--- src/sha256_pkg.sv ---
// shared types, constants and round functions for the sha-256 byte stream hasher
`default_nettype none
package sha256_pkg;

  localparam int unsigned QueueDepth = 4;

  typedef struct packed {
    logic       func;
    logic [7:0] data_byte;
  } in_item_t;

  typedef struct packed {
    logic [31:0] digest_word;
    logic [2:0]  word_index;
    logic        last_word;
  } out_item_t;

  typedef enum logic [1:0] {
    CMD_DATA,
    CMD_PAD_ZERO,
    CMD_FINISH
  } cmd_kind_e;

  typedef struct packed {
    cmd_kind_e  kind;
    logic [7:0] data_byte;
  } cmd_t;

  typedef enum logic [2:0] {
    ST_FILL,
    ST_PAD,
    ST_ROUND,
    ST_ADD,
    ST_EMIT
  } back_state_e;

  typedef logic [7:0][31:0] hash_t;

  localparam hash_t InitHash = {
    32'h5be0cd19, 32'h1f83d9ab, 32'h9b05688c, 32'h510e527f,
    32'ha54ff53a, 32'h3c6ef372, 32'hbb67ae85, 32'h6a09e667
  };

  localparam logic [63:0][31:0] RoundK = {
    32'hc67178f2, 32'hbef9a3f7, 32'ha4506ceb, 32'h90befffa,
    32'h8cc70208, 32'h84c87814, 32'h78a5636f, 32'h748f82ee,
    32'h682e6ff3, 32'h5b9cca4f, 32'h4ed8aa4a, 32'h391c0cb3,
    32'h34b0bcb5, 32'h2748774c, 32'h1e376c08, 32'h19a4c116,
    32'h106aa070, 32'hf40e3585, 32'hd6990624, 32'hd192e819,
    32'hc76c51a3, 32'hc24b8b70, 32'ha81a664b, 32'ha2bfe8a1,
    32'h92722c85, 32'h81c2c92e, 32'h766a0abb, 32'h650a7354,
    32'h53380d13, 32'h4d2c6dfc, 32'h2e1b2138, 32'h27b70a85,
    32'h14292967, 32'h06ca6351, 32'hd5a79147, 32'hc6e00bf3,
    32'hbf597fc7, 32'hb00327c8, 32'ha831c66d, 32'h983e5152,
    32'h76f988da, 32'h5cb0a9dc, 32'h4a7484aa, 32'h2de92c6f,
    32'h240ca1cc, 32'h0fc19dc6, 32'hefbe4786, 32'he49b69c1,
    32'hc19bf174, 32'h9bdc06a7, 32'h80deb1fe, 32'h72be5d74,
    32'h550c7dc3, 32'h243185be, 32'h12835b01, 32'hd807aa98,
    32'hab1c5ed5, 32'h923f82a4, 32'h59f111f1, 32'h3956c25b,
    32'he9b5dba5, 32'hb5c0fbcf, 32'h71374491, 32'h428a2f98
  };

  localparam logic [7:0] PadByte = 8'h80;
  localparam logic [5:0] LenStart = 6'd56;

  function automatic logic [31:0] ror(input logic [31:0] x, input int unsigned r);
    ror = (x >> r) | (x << (32 - r));
  endfunction

  function automatic logic [31:0] sig0(input logic [31:0] x);
    sig0 = ror(x, 7) ^ ror(x, 18) ^ (x >> 3);
  endfunction

  function automatic logic [31:0] sig1(input logic [31:0] x);
    sig1 = ror(x, 17) ^ ror(x, 19) ^ (x >> 10);
  endfunction

  function automatic logic [31:0] bsig0(input logic [31:0] x);
    bsig0 = ror(x, 2) ^ ror(x, 13) ^ ror(x, 22);
  endfunction

  function automatic logic [31:0] bsig1(input logic [31:0] x);
    bsig1 = ror(x, 6) ^ ror(x, 11) ^ ror(x, 25);
  endfunction

endpackage
`default_nettype wire

--- src/sha256_front.sv ---
// front part: classifies input transfers into commands for the back part
`default_nettype none
module sha256_front (
  input  wire                  clk_i,
  input  wire                  rst_ni,
  input  wire                  in_valid_i,
  output logic                 in_ready_o,
  input  sha256_pkg::in_item_t in_data_i,
  output logic                 cmd_valid_o,
  input  wire                  cmd_ready_i,
  output sha256_pkg::cmd_t     cmd_o
);
  import sha256_pkg::*;

  logic  valid_q, valid_d;
  cmd_t  cmd_q, cmd_d;

  assign in_ready_o  = !valid_q || cmd_ready_i;
  assign cmd_valid_o = valid_q;
  assign cmd_o       = cmd_q;

  always_comb begin
    valid_d = valid_q;
    cmd_d   = cmd_q;
    if (cmd_ready_i) begin
      valid_d = 1'b0;
    end
    if (in_valid_i && in_ready_o) begin
      valid_d        = 1'b1;
      cmd_d.kind     = in_data_i.func ? CMD_FINISH : CMD_DATA;
      cmd_d.data_byte = in_data_i.data_byte;
    end
  end

  always_ff @(posedge clk_i or negedge rst_ni) begin
    if (!rst_ni) begin
      valid_q <= 1'b0;
    end else begin
      valid_q <= valid_d;
    end
  end

  always_ff @(posedge clk_i) begin
    cmd_q <= cmd_d;
  end

endmodule
`default_nettype wire

--- src/sha256_queue.sv ---
// short command queue between front and back
`default_nettype none
module sha256_queue #(
  parameter int unsigned Depth = sha256_pkg::QueueDepth
) (
  input  wire               clk_i,
  input  wire               rst_ni,
  input  wire               push_valid_i,
  output logic              push_ready_o,
  input  sha256_pkg::cmd_t  push_data_i,
  output logic              pop_valid_o,
  input  wire               pop_ready_i,
  output sha256_pkg::cmd_t  pop_data_o
);
  import sha256_pkg::*;

  localparam int unsigned AW = (Depth > 1) ? $clog2(Depth) : 1;

  cmd_t            mem_q [Depth];
  logic [AW-1:0]   wr_q, rd_q;
  logic [AW:0]     cnt_q;
  logic            push, pop;

  assign push_ready_o = cnt_q != (AW+1)'(Depth);
  assign pop_valid_o  = cnt_q != '0;
  assign pop_data_o   = mem_q[rd_q];
  assign push = push_valid_i && push_ready_o;
  assign pop  = pop_valid_o && pop_ready_i;

  always_ff @(posedge clk_i or negedge rst_ni) begin
    if (!rst_ni) begin
      wr_q  <= '0;
      rd_q  <= '0;
      cnt_q <= '0;
    end else begin
      if (push) begin
        wr_q <= (wr_q == AW'(Depth - 1)) ? '0 : wr_q + 1'b1;
      end
      if (pop) begin
        rd_q <= (rd_q == AW'(Depth - 1)) ? '0 : rd_q + 1'b1;
      end
      cnt_q <= cnt_q + (AW+1)'(push) - (AW+1)'(pop);
    end
  end

  always_ff @(posedge clk_i) begin
    if (push) begin
      mem_q[wr_q] <= push_data_i;
    end
  end

`ifndef SYNTHESIS
  a_no_overflow: assert property (@(posedge clk_i) disable iff (!rst_ni)
    cnt_q <= (AW+1)'(Depth)) else $error("queue count beyond depth");
  a_full_blocks: assert property (@(posedge clk_i) disable iff (!rst_ni)
    (cnt_q == (AW+1)'(Depth) && !pop) |=> cnt_q == (AW+1)'(Depth))
    else $error("full queue changed without pop");
  a_empty_count: assert property (@(posedge clk_i) disable iff (!rst_ni)
    (cnt_q == '0) |-> (wr_q == rd_q)) else $error("empty queue pointers differ");
`endif

endmodule
`default_nettype wire

--- src/sha256_back.sv ---
// back part: block buffer, padding, 64-round compression and digest output
`default_nettype none
module sha256_back (
  input  wire                   clk_i,
  input  wire                   rst_ni,
  input  wire                   cmd_valid_i,
  output logic                  cmd_ready_o,
  input  sha256_pkg::cmd_t      cmd_i,
  output logic                  out_valid_o,
  input  wire                   out_ready_i,
  output sha256_pkg::out_item_t out_data_o
);
  import sha256_pkg::*;

  back_state_e       state_q, state_d;
  logic [15:0][31:0] w_q;
  logic [5:0]        fill_q;
  logic [60:0]       len_q;
  hash_t             h_q, v_q;
  logic [5:0]        rnd_q;
  logic              fin_q;
  logic              skip_q;
  logic              skip_now;
  logic              pad_done_q;
  logic [2:0]        idx_q;
  logic [31:0]       w_new, t1, t2;
  logic [63:0]       bits;
  logic              take;
  logic [7:0]        pbyte;

  assign bits = {len_q, 3'b000};
  assign cmd_ready_o = (state_q == ST_FILL);
  assign take = cmd_valid_i && cmd_ready_o;
  assign skip_now = skip_q || (!pad_done_q && fill_q >= LenStart);

  // byte written during padding
  always_comb begin
    if (!pad_done_q) begin
      pbyte = PadByte;
    end else if (fill_q >= LenStart && !skip_q) begin
      pbyte = bits[8'(63 - 8 * (fill_q - LenStart)) -: 8];
    end else begin
      pbyte = 8'h00;
    end
  end

  assign w_new = sig1(w_q[14]) + w_q[9] + sig0(w_q[1]) + w_q[0];
  assign t1 = v_q[7] + bsig1(v_q[4]) + ((v_q[4] & v_q[5]) ^ (~v_q[4] & v_q[6]))
            + RoundK[rnd_q] + w_q[0];
  assign t2 = bsig0(v_q[0]) + ((v_q[0] & v_q[1]) ^ (v_q[0] & v_q[2]) ^ (v_q[1] & v_q[2]));

  always_comb begin
    state_d = state_q;
    case (state_q)
      ST_FILL: begin
        if (take && cmd_i.kind == CMD_FINISH) begin
          state_d = ST_PAD;
        end else if (take && fill_q == 6'd63) begin
          state_d = ST_ROUND;
        end
      end
      ST_PAD: begin
        if (fill_q == 6'd63) begin
          state_d = ST_ROUND;
        end
      end
      ST_ROUND: begin
        if (rnd_q == 6'd63) begin
          state_d = ST_ADD;
        end
      end
      ST_ADD: begin
        if (fin_q) begin
          state_d = ST_EMIT;
        end else if (pad_done_q) begin
          state_d = ST_PAD;
        end else begin
          state_d = ST_FILL;
        end
      end
      ST_EMIT: begin
        if (out_ready_i && idx_q == 3'd7) begin
          state_d = ST_FILL;
        end
      end
      default: state_d = ST_FILL;
    endcase
  end

  assign out_valid_o = (state_q == ST_EMIT);
  assign out_data_o  = '{digest_word: h_q[idx_q], word_index: idx_q,
                         last_word: idx_q == 3'd7};

  always_ff @(posedge clk_i or negedge rst_ni) begin
    if (!rst_ni) begin
      state_q    <= ST_FILL;
      fill_q     <= '0;
      len_q      <= '0;
      h_q        <= InitHash;
      v_q        <= '0;
      rnd_q      <= '0;
      fin_q      <= 1'b0;
      skip_q     <= 1'b0;
      pad_done_q <= 1'b0;
      idx_q      <= '0;
    end else begin
      state_q <= state_d;
      case (state_q)
        ST_FILL: begin
          if (take && cmd_i.kind == CMD_DATA) begin
            fill_q <= fill_q + 1'b1;
            len_q  <= len_q + 1'b1;
          end
          if (take && cmd_i.kind == CMD_FINISH) begin
            pad_done_q <= 1'b0;
          end
          v_q   <= h_q;
          rnd_q <= '0;
        end
        ST_PAD: begin
          fill_q     <= fill_q + 1'b1;
          pad_done_q <= 1'b1;
          // a marker at byte 56 or later pushes the length into a second block
          if (fill_q == 6'd63) begin
            skip_q <= 1'b0;
            fin_q  <= !skip_now;
          end else if (skip_now) begin
            skip_q <= 1'b1;
          end
          v_q   <= h_q;
          rnd_q <= '0;
        end
        ST_ROUND: begin
          rnd_q <= rnd_q + 1'b1;
          v_q   <= {v_q[6:4], v_q[3] + t1, v_q[2:0], t1 + t2};
        end
        ST_ADD: begin
          for (int j = 0; j < 8; j++) begin
            h_q[j] <= h_q[j] + v_q[j];
          end
          if (fin_q) begin
            idx_q <= '0;
          end
        end
        ST_EMIT: begin
          if (out_ready_i) begin
            idx_q <= idx_q + 1'b1;
            if (idx_q == 3'd7) begin
              h_q        <= InitHash;
              fill_q     <= '0;
              len_q      <= '0;
              fin_q      <= 1'b0;
              pad_done_q <= 1'b0;
            end
          end
        end
        default: ;
      endcase
    end
  end

  // message schedule: write bytes in place while filling or padding, then roll
  always_ff @(posedge clk_i) begin
    if ((state_q == ST_FILL && take && cmd_i.kind == CMD_DATA) || state_q == ST_PAD) begin
      w_q[fill_q[5:2]][8'(31 - 8 * fill_q[1:0]) -: 8] <=
        (state_q == ST_PAD) ? pbyte : cmd_i.data_byte;
    end else if (state_q == ST_ROUND) begin
      w_q <= {w_new, w_q[15:1]};
    end
  end

`ifndef SYNTHESIS
  a_emit_order: assert property (@(posedge clk_i) disable iff (!rst_ni)
    (out_valid_o && !out_ready_i) |=> (out_valid_o && $stable(idx_q)))
    else $error("digest index moved while stalled");
  a_round_len: assert property (@(posedge clk_i) disable iff (!rst_ni)
    (state_q == ST_ROUND && rnd_q != 6'd63) |=> state_q == ST_ROUND)
    else $error("round loop left early");
  a_no_take_busy: assert property (@(posedge clk_i) disable iff (!rst_ni)
    (state_q != ST_FILL) |-> !cmd_ready_o) else $error("command taken while busy");
`endif

endmodule
`default_nettype wire

--- src/sha256_byte_stream_hasher_unit.sv ---
// top level of the sha-256 byte stream hasher
// usage:
//   in channel (in_valid_i/in_ready_o/in_data_i) takes one item per transfer:
//   func 0 absorbs data_byte, func 1 finishes the message.
//   out channel (out_valid_o/out_ready_i/out_data_o) gives eight digest words
//   h0..h7 after each finish, last_word set on h7.
// timing:
//   the back part takes bytes while filling a block; every 64th byte starts a
//   compression of 64 rounds at one per cycle plus the chaining add, and
//   no bytes are taken until it is done.
//   a finish pads each closing block, runs one or two compressions and then
//   presents one digest word per cycle while out_ready_i is high.
//   a front register and a four-entry command queue keep taking input
//   while the back part compresses or waits on a stalled receiver.
// reset:
//   clears the queue, chaining words to the initial hash, length and fill.
//   a stalled receiver holds the current word; input stalls once the
//   queue fills.
`default_nettype none
module sha256_byte_stream_hasher_unit #(
  parameter int unsigned QueueDepth = sha256_pkg::QueueDepth
) (
  input  wire                   clk_i,
  input  wire                   rst_ni,
  input  wire                   in_valid_i,
  output logic                  in_ready_o,
  input  sha256_pkg::in_item_t  in_data_i,
  output logic                  out_valid_o,
  input  wire                   out_ready_i,
  output sha256_pkg::out_item_t out_data_o
);
  import sha256_pkg::*;

  logic f_valid, f_ready, q_valid, q_ready;
  cmd_t f_cmd, q_cmd;

  sha256_front u_front (
    .clk_i, .rst_ni, .in_valid_i, .in_ready_o, .in_data_i,
    .cmd_valid_o(f_valid), .cmd_ready_i(f_ready), .cmd_o(f_cmd)
  );

  sha256_queue #(.Depth(QueueDepth)) u_queue (
    .clk_i, .rst_ni,
    .push_valid_i(f_valid), .push_ready_o(f_ready), .push_data_i(f_cmd),
    .pop_valid_o(q_valid), .pop_ready_i(q_ready), .pop_data_o(q_cmd)
  );

  sha256_back u_back (
    .clk_i, .rst_ni,
    .cmd_valid_i(q_valid), .cmd_ready_o(q_ready), .cmd_i(q_cmd),
    .out_valid_o, .out_ready_i, .out_data_o
  );

endmodule
`default_nettype wire
--- config.mk ---
export PLATFORM = sky130hd
export DESIGN_NAME = sha256_byte_stream_hasher_unit
export DESIGN_NICKNAME = d
export VERILOG_FILES = /design/src/sha256_pkg.sv /design/src/sha256_front.sv /design/src/sha256_queue.sv /design/src/sha256_back.sv /design/src/sha256_byte_stream_hasher_unit.sv
export SDC_FILE = /design/constraint.sdc
export NUM_CORES = 2
export LEC_CHECK = 0
export BUFFER_PORTS_ARGS = -buffer_cell sky130_fd_sc_hd__buf_2
export CORE_MARGIN = 2
export CORE_UTILIZATION = 25
export CTS_CLUSTER_SIZE = 28
export DETAILED_ROUTE_END_ITERATION = 12
export SYNTH_ARGS = -nofsm -noshare
export SYNTH_HDL_FRONTEND = slang
export SYNTH_SLANG_ARGS = --single-unit
export TNS_END_PERCENT = 5
--- constraint.sdc ---
create_clock -name clk_i -period 19.2 [get_ports clk_i]
set_clock_uncertainty 0.2 [all_clocks]
set_input_delay 0.96 -clock clk_i [delete_from_list [all_inputs] [get_ports clk_i]]
set_output_delay 0.96 -clock clk_i [all_outputs]
set_load 0.02 [all_outputs]
==> metrics.cfg <==
[status]
status = complete, but fails checks
violations = negative hold slack

[floorplanning]
core.rowCount = 204
ios = 51
dieArea_mm2 = 0.313
die_h_um = 560
die_x_um = 560
placeableCoreArea_mm2 = 0.308
initial_core_util = 0.251

[detailed_routing]
routed_wl_mm = 275
drt_iter0_markers = 6901
drcViolationCount = 0
drt-pass1-iter-count = 7
routedWlPerCell_um = 22.4
ant_nets = 0
viasPerCell = 5.16
vias = 63500

[placement]
place.gp.congestion = 0.979
port_buffers = 50
place_hpwl_mm = 200

[grt]
grt_pass1_vias = 60300
grt_antenna_before_repair = 10
grt_max_degree = 243
overflow = 0
gr-usage-all-layers = 0.171
grt_first_pass_wirelength_mm = 407

[synthesis]
async_reset_ff_frac = 0.519
synth_area_mm2 = 0.0772
ys_top_cells_by_area = edfxtp_1, dfrtp_1, nand2_1, ha_1, o21ai_0
syn_avg_cell_area_um2 = 9.39
yosys-top-cells-count = nand2_1, o21ai_0, edfxtp_1, nor2_1, dfrtp_1
ys_types = 93
ys_seq_area_frac = 0.414
yosysWarningCount = 0
synth_edf_count = 557
synth_nets = 8843
ys_ff_latch = 1159
synth_most_common_cell = nand2_1
yosysTopAreaCell = edfxtp_1
synthCells = 8226
ys.flop_type = edfxtp_1
yosysTopAreaCellShare = 0.217

[timing]
period_minus_slack_ns = 10.32
tns_ns = 0
final-setup-viol-count = 0
slew_headroom = 0.0972
hold_slack_ns = -0.0294
fmax_mhz = 96.9
tightest_slew_ns = 1.34
rsz0062_at_grt = no
drv_slew = 0
fin_crit_sh = 0.537
hold_viol_final = 13

[setup_path]
arrival_ns = 10.75
critPathSlowestCell = dfrtp_4
path_class = reg -> reg
crit_path_end_kind = flip-flop
crit_path_start_kind = flip-flop
cpPeakStageDelay_ns = 0.82
critical_path.max_fanout = 60
crit_required_ns = 19.64

[flow_run]
max_cap_violations = 0

[final_layout]
syn2layout_area_growth_pct = 11.6
final_nets = 8682
layout-drive-gt1-share = 0.0835

[clock_network]
clock_latency_ns = 0.85
cts_hold_buf = 0
cts_tree = done
post_cts_buffers = 0
cts_inserted_buffers = 139
clkTransAtPathRegs_ns = 0.06
clockRootBuffer = clkbuf_16
cts.sinks = 1159
cts_max_path_buffers = 4
htreeDepth = 4
post_cts_resized = 0

[worst_hold_path]
hp-class = in -> async

worst max-delay path, delay by kind of cell, from the launching register on:
kind	cells	cell delay [ns]
adders and majority gates	7	2.63
AOI/OAI and AO/OA	22	4.34
and+or+nand+nor	2	0.18
DFF	1	0.82
xor gates and xnor gates	3	0.55
buffers and inverters	4	1.39
worst paths after layout:
kind	startpoint	to	slack (ns)	depth (start not counted)
setup / recovery	u_back.rnd_q[2]$_DFFE_PN0P_	u_back.v_q[31]$_DFFE_PN0P_	8.88	38
min in group clk_i	in_data_i[4]	u_front.cmd_o[4]$_DFFE_PP_	0.09	1
setup reg to reg	u_back.rnd_q[2]$_DFFE_PN0P_	u_back.v_q[31]$_DFFE_PN0P_	8.88	38
hold reg to reg	u_back.w_q[79]$_DFFE_PP_	u_back.w_q[47]$_DFFE_PP_	0.29	2
hold / removal	rst_ni	u_back.h_q[44]$_DFFE_PN0P_	-0.03	1
max in group asynchronous	rst_ni	u_back.v_q[63]$_DFFE_PN0P_	16.06	4
placed cells by master (no fill, tap or decap), types with 17 or more instances in the layout:
cell type	instances
a211oi_1	44
a21o_1	208
a21oi_1	465
a22oi_1	39
a31oi_1	240
and2_1	21
and3_1	38
buf_2	49
buf_4	105
clkbuf_1	36
clkbuf_16	139
clkbuf_8	17
dfrtp_1	456
dfstp_2	136
diode_2	21
edfxtp_1	557
fa_1	196
ha_1	408
inv_1	300
maj3_1	24
mux2_2	40
mux2i_1	47
mux4_2	93
nand2_1	1386
nand2b_1	63
nand3_1	159
nand4_1	33
nor2_1	536
nor2b_1	48
nor3_1	113
o211ai_1	25
o21a_1	48
o21ai_0	963
o21bai_1	43
o22ai_1	54
o31ai_1	34
or3_1	38
xnor2_1	391
xor2_1	231
per-layer routing:
| metal | vias up | share of wire | global-route usage |
|---|---|---|---|
| met5 | - | 0.00017 | 0 |
| met4 | 6 | 0.047 | 0.0735 |
| met3 | 509 | 0.085 | 0.0359 |
| li1 | 28900 | - | - |
| met1 | 31500 | 0.43 | 0.232 |
| met2 | 2563 | 0.44 | 0.260 |
flip-flops by register name, summed over array words and instances, names as in the netlist:
register             count
u_back.w_q             512
u_back.h_q             256
u_back.v_q             256
u_back.len_q            61
u_queue.mem_q           36
u_front.cmd_o            9
u_back.fill_q            6
u_back.rnd_q             6
u_back.idx_q             3
u_back.state_q           3
u_queue.cnt_q            3
u_queue.rd_q             2
u_queue.wr_q             2
u_back.fin_q             1
u_back.pad_done_q        1
u_back.skip_q            1
u_front.cmd_valid_o      1
stage by stage:
stage / worst slack, ns / area, um^2 / util / cells / hold slack, ns
2_1_floorplan: 10.68 / 77200 / - / 8226 / 0.259
5_1_grt: 8.27 / 86200 / 0.280 / 12300 / 0.00773
3_3_place_gp: 9.06 / 81900 / 0.266 / 12000 / 0.288
3_5_place_dp: 9.16 / 81900 / 0.266 / 12000 / 0.289
4_1_cts: 9.10 / 86200 / 0.280 / 12300 / 0.0000169
6_report: 8.88 / 86200 / 0.280 / 12300 / -0.0294
logic make-up (layout without fill, tap and decap cells):
family,count (synthesis),in the layout,synth area share
and+or+nand+nor,2523,2523,0.139
AOI/OAI and AO/OA,2350,2350,0.181
DFF,1159,1159,0.414
buffers and inverters,764,701,0.0373
adders and majority gates,628,628,0.120
xor gates and xnor gates,622,622,0.0705
muxes,180,180,0.0390
other,0,21,0
cell type report:
| class | count | area (um^2) |
|---|---|---|
| antenna | 21 | 52.6 |
| clock buffer | 192 | 3850 |
| clock inverter | 47 | 413 |
| fill | 32500 | 222000 |
| inverter | 304 | 1140 |
| multi-input combinational | 6303 | 42500 |
| sequential | 1159 | 32000 |
| tap | 4120 | 5150 |
| timing repair buffer | 158 | 1110 |
Power is left out: the tool's default activity adds up to more than one toggle a clock period on the data nets, which glitch-free logic cannot reach.
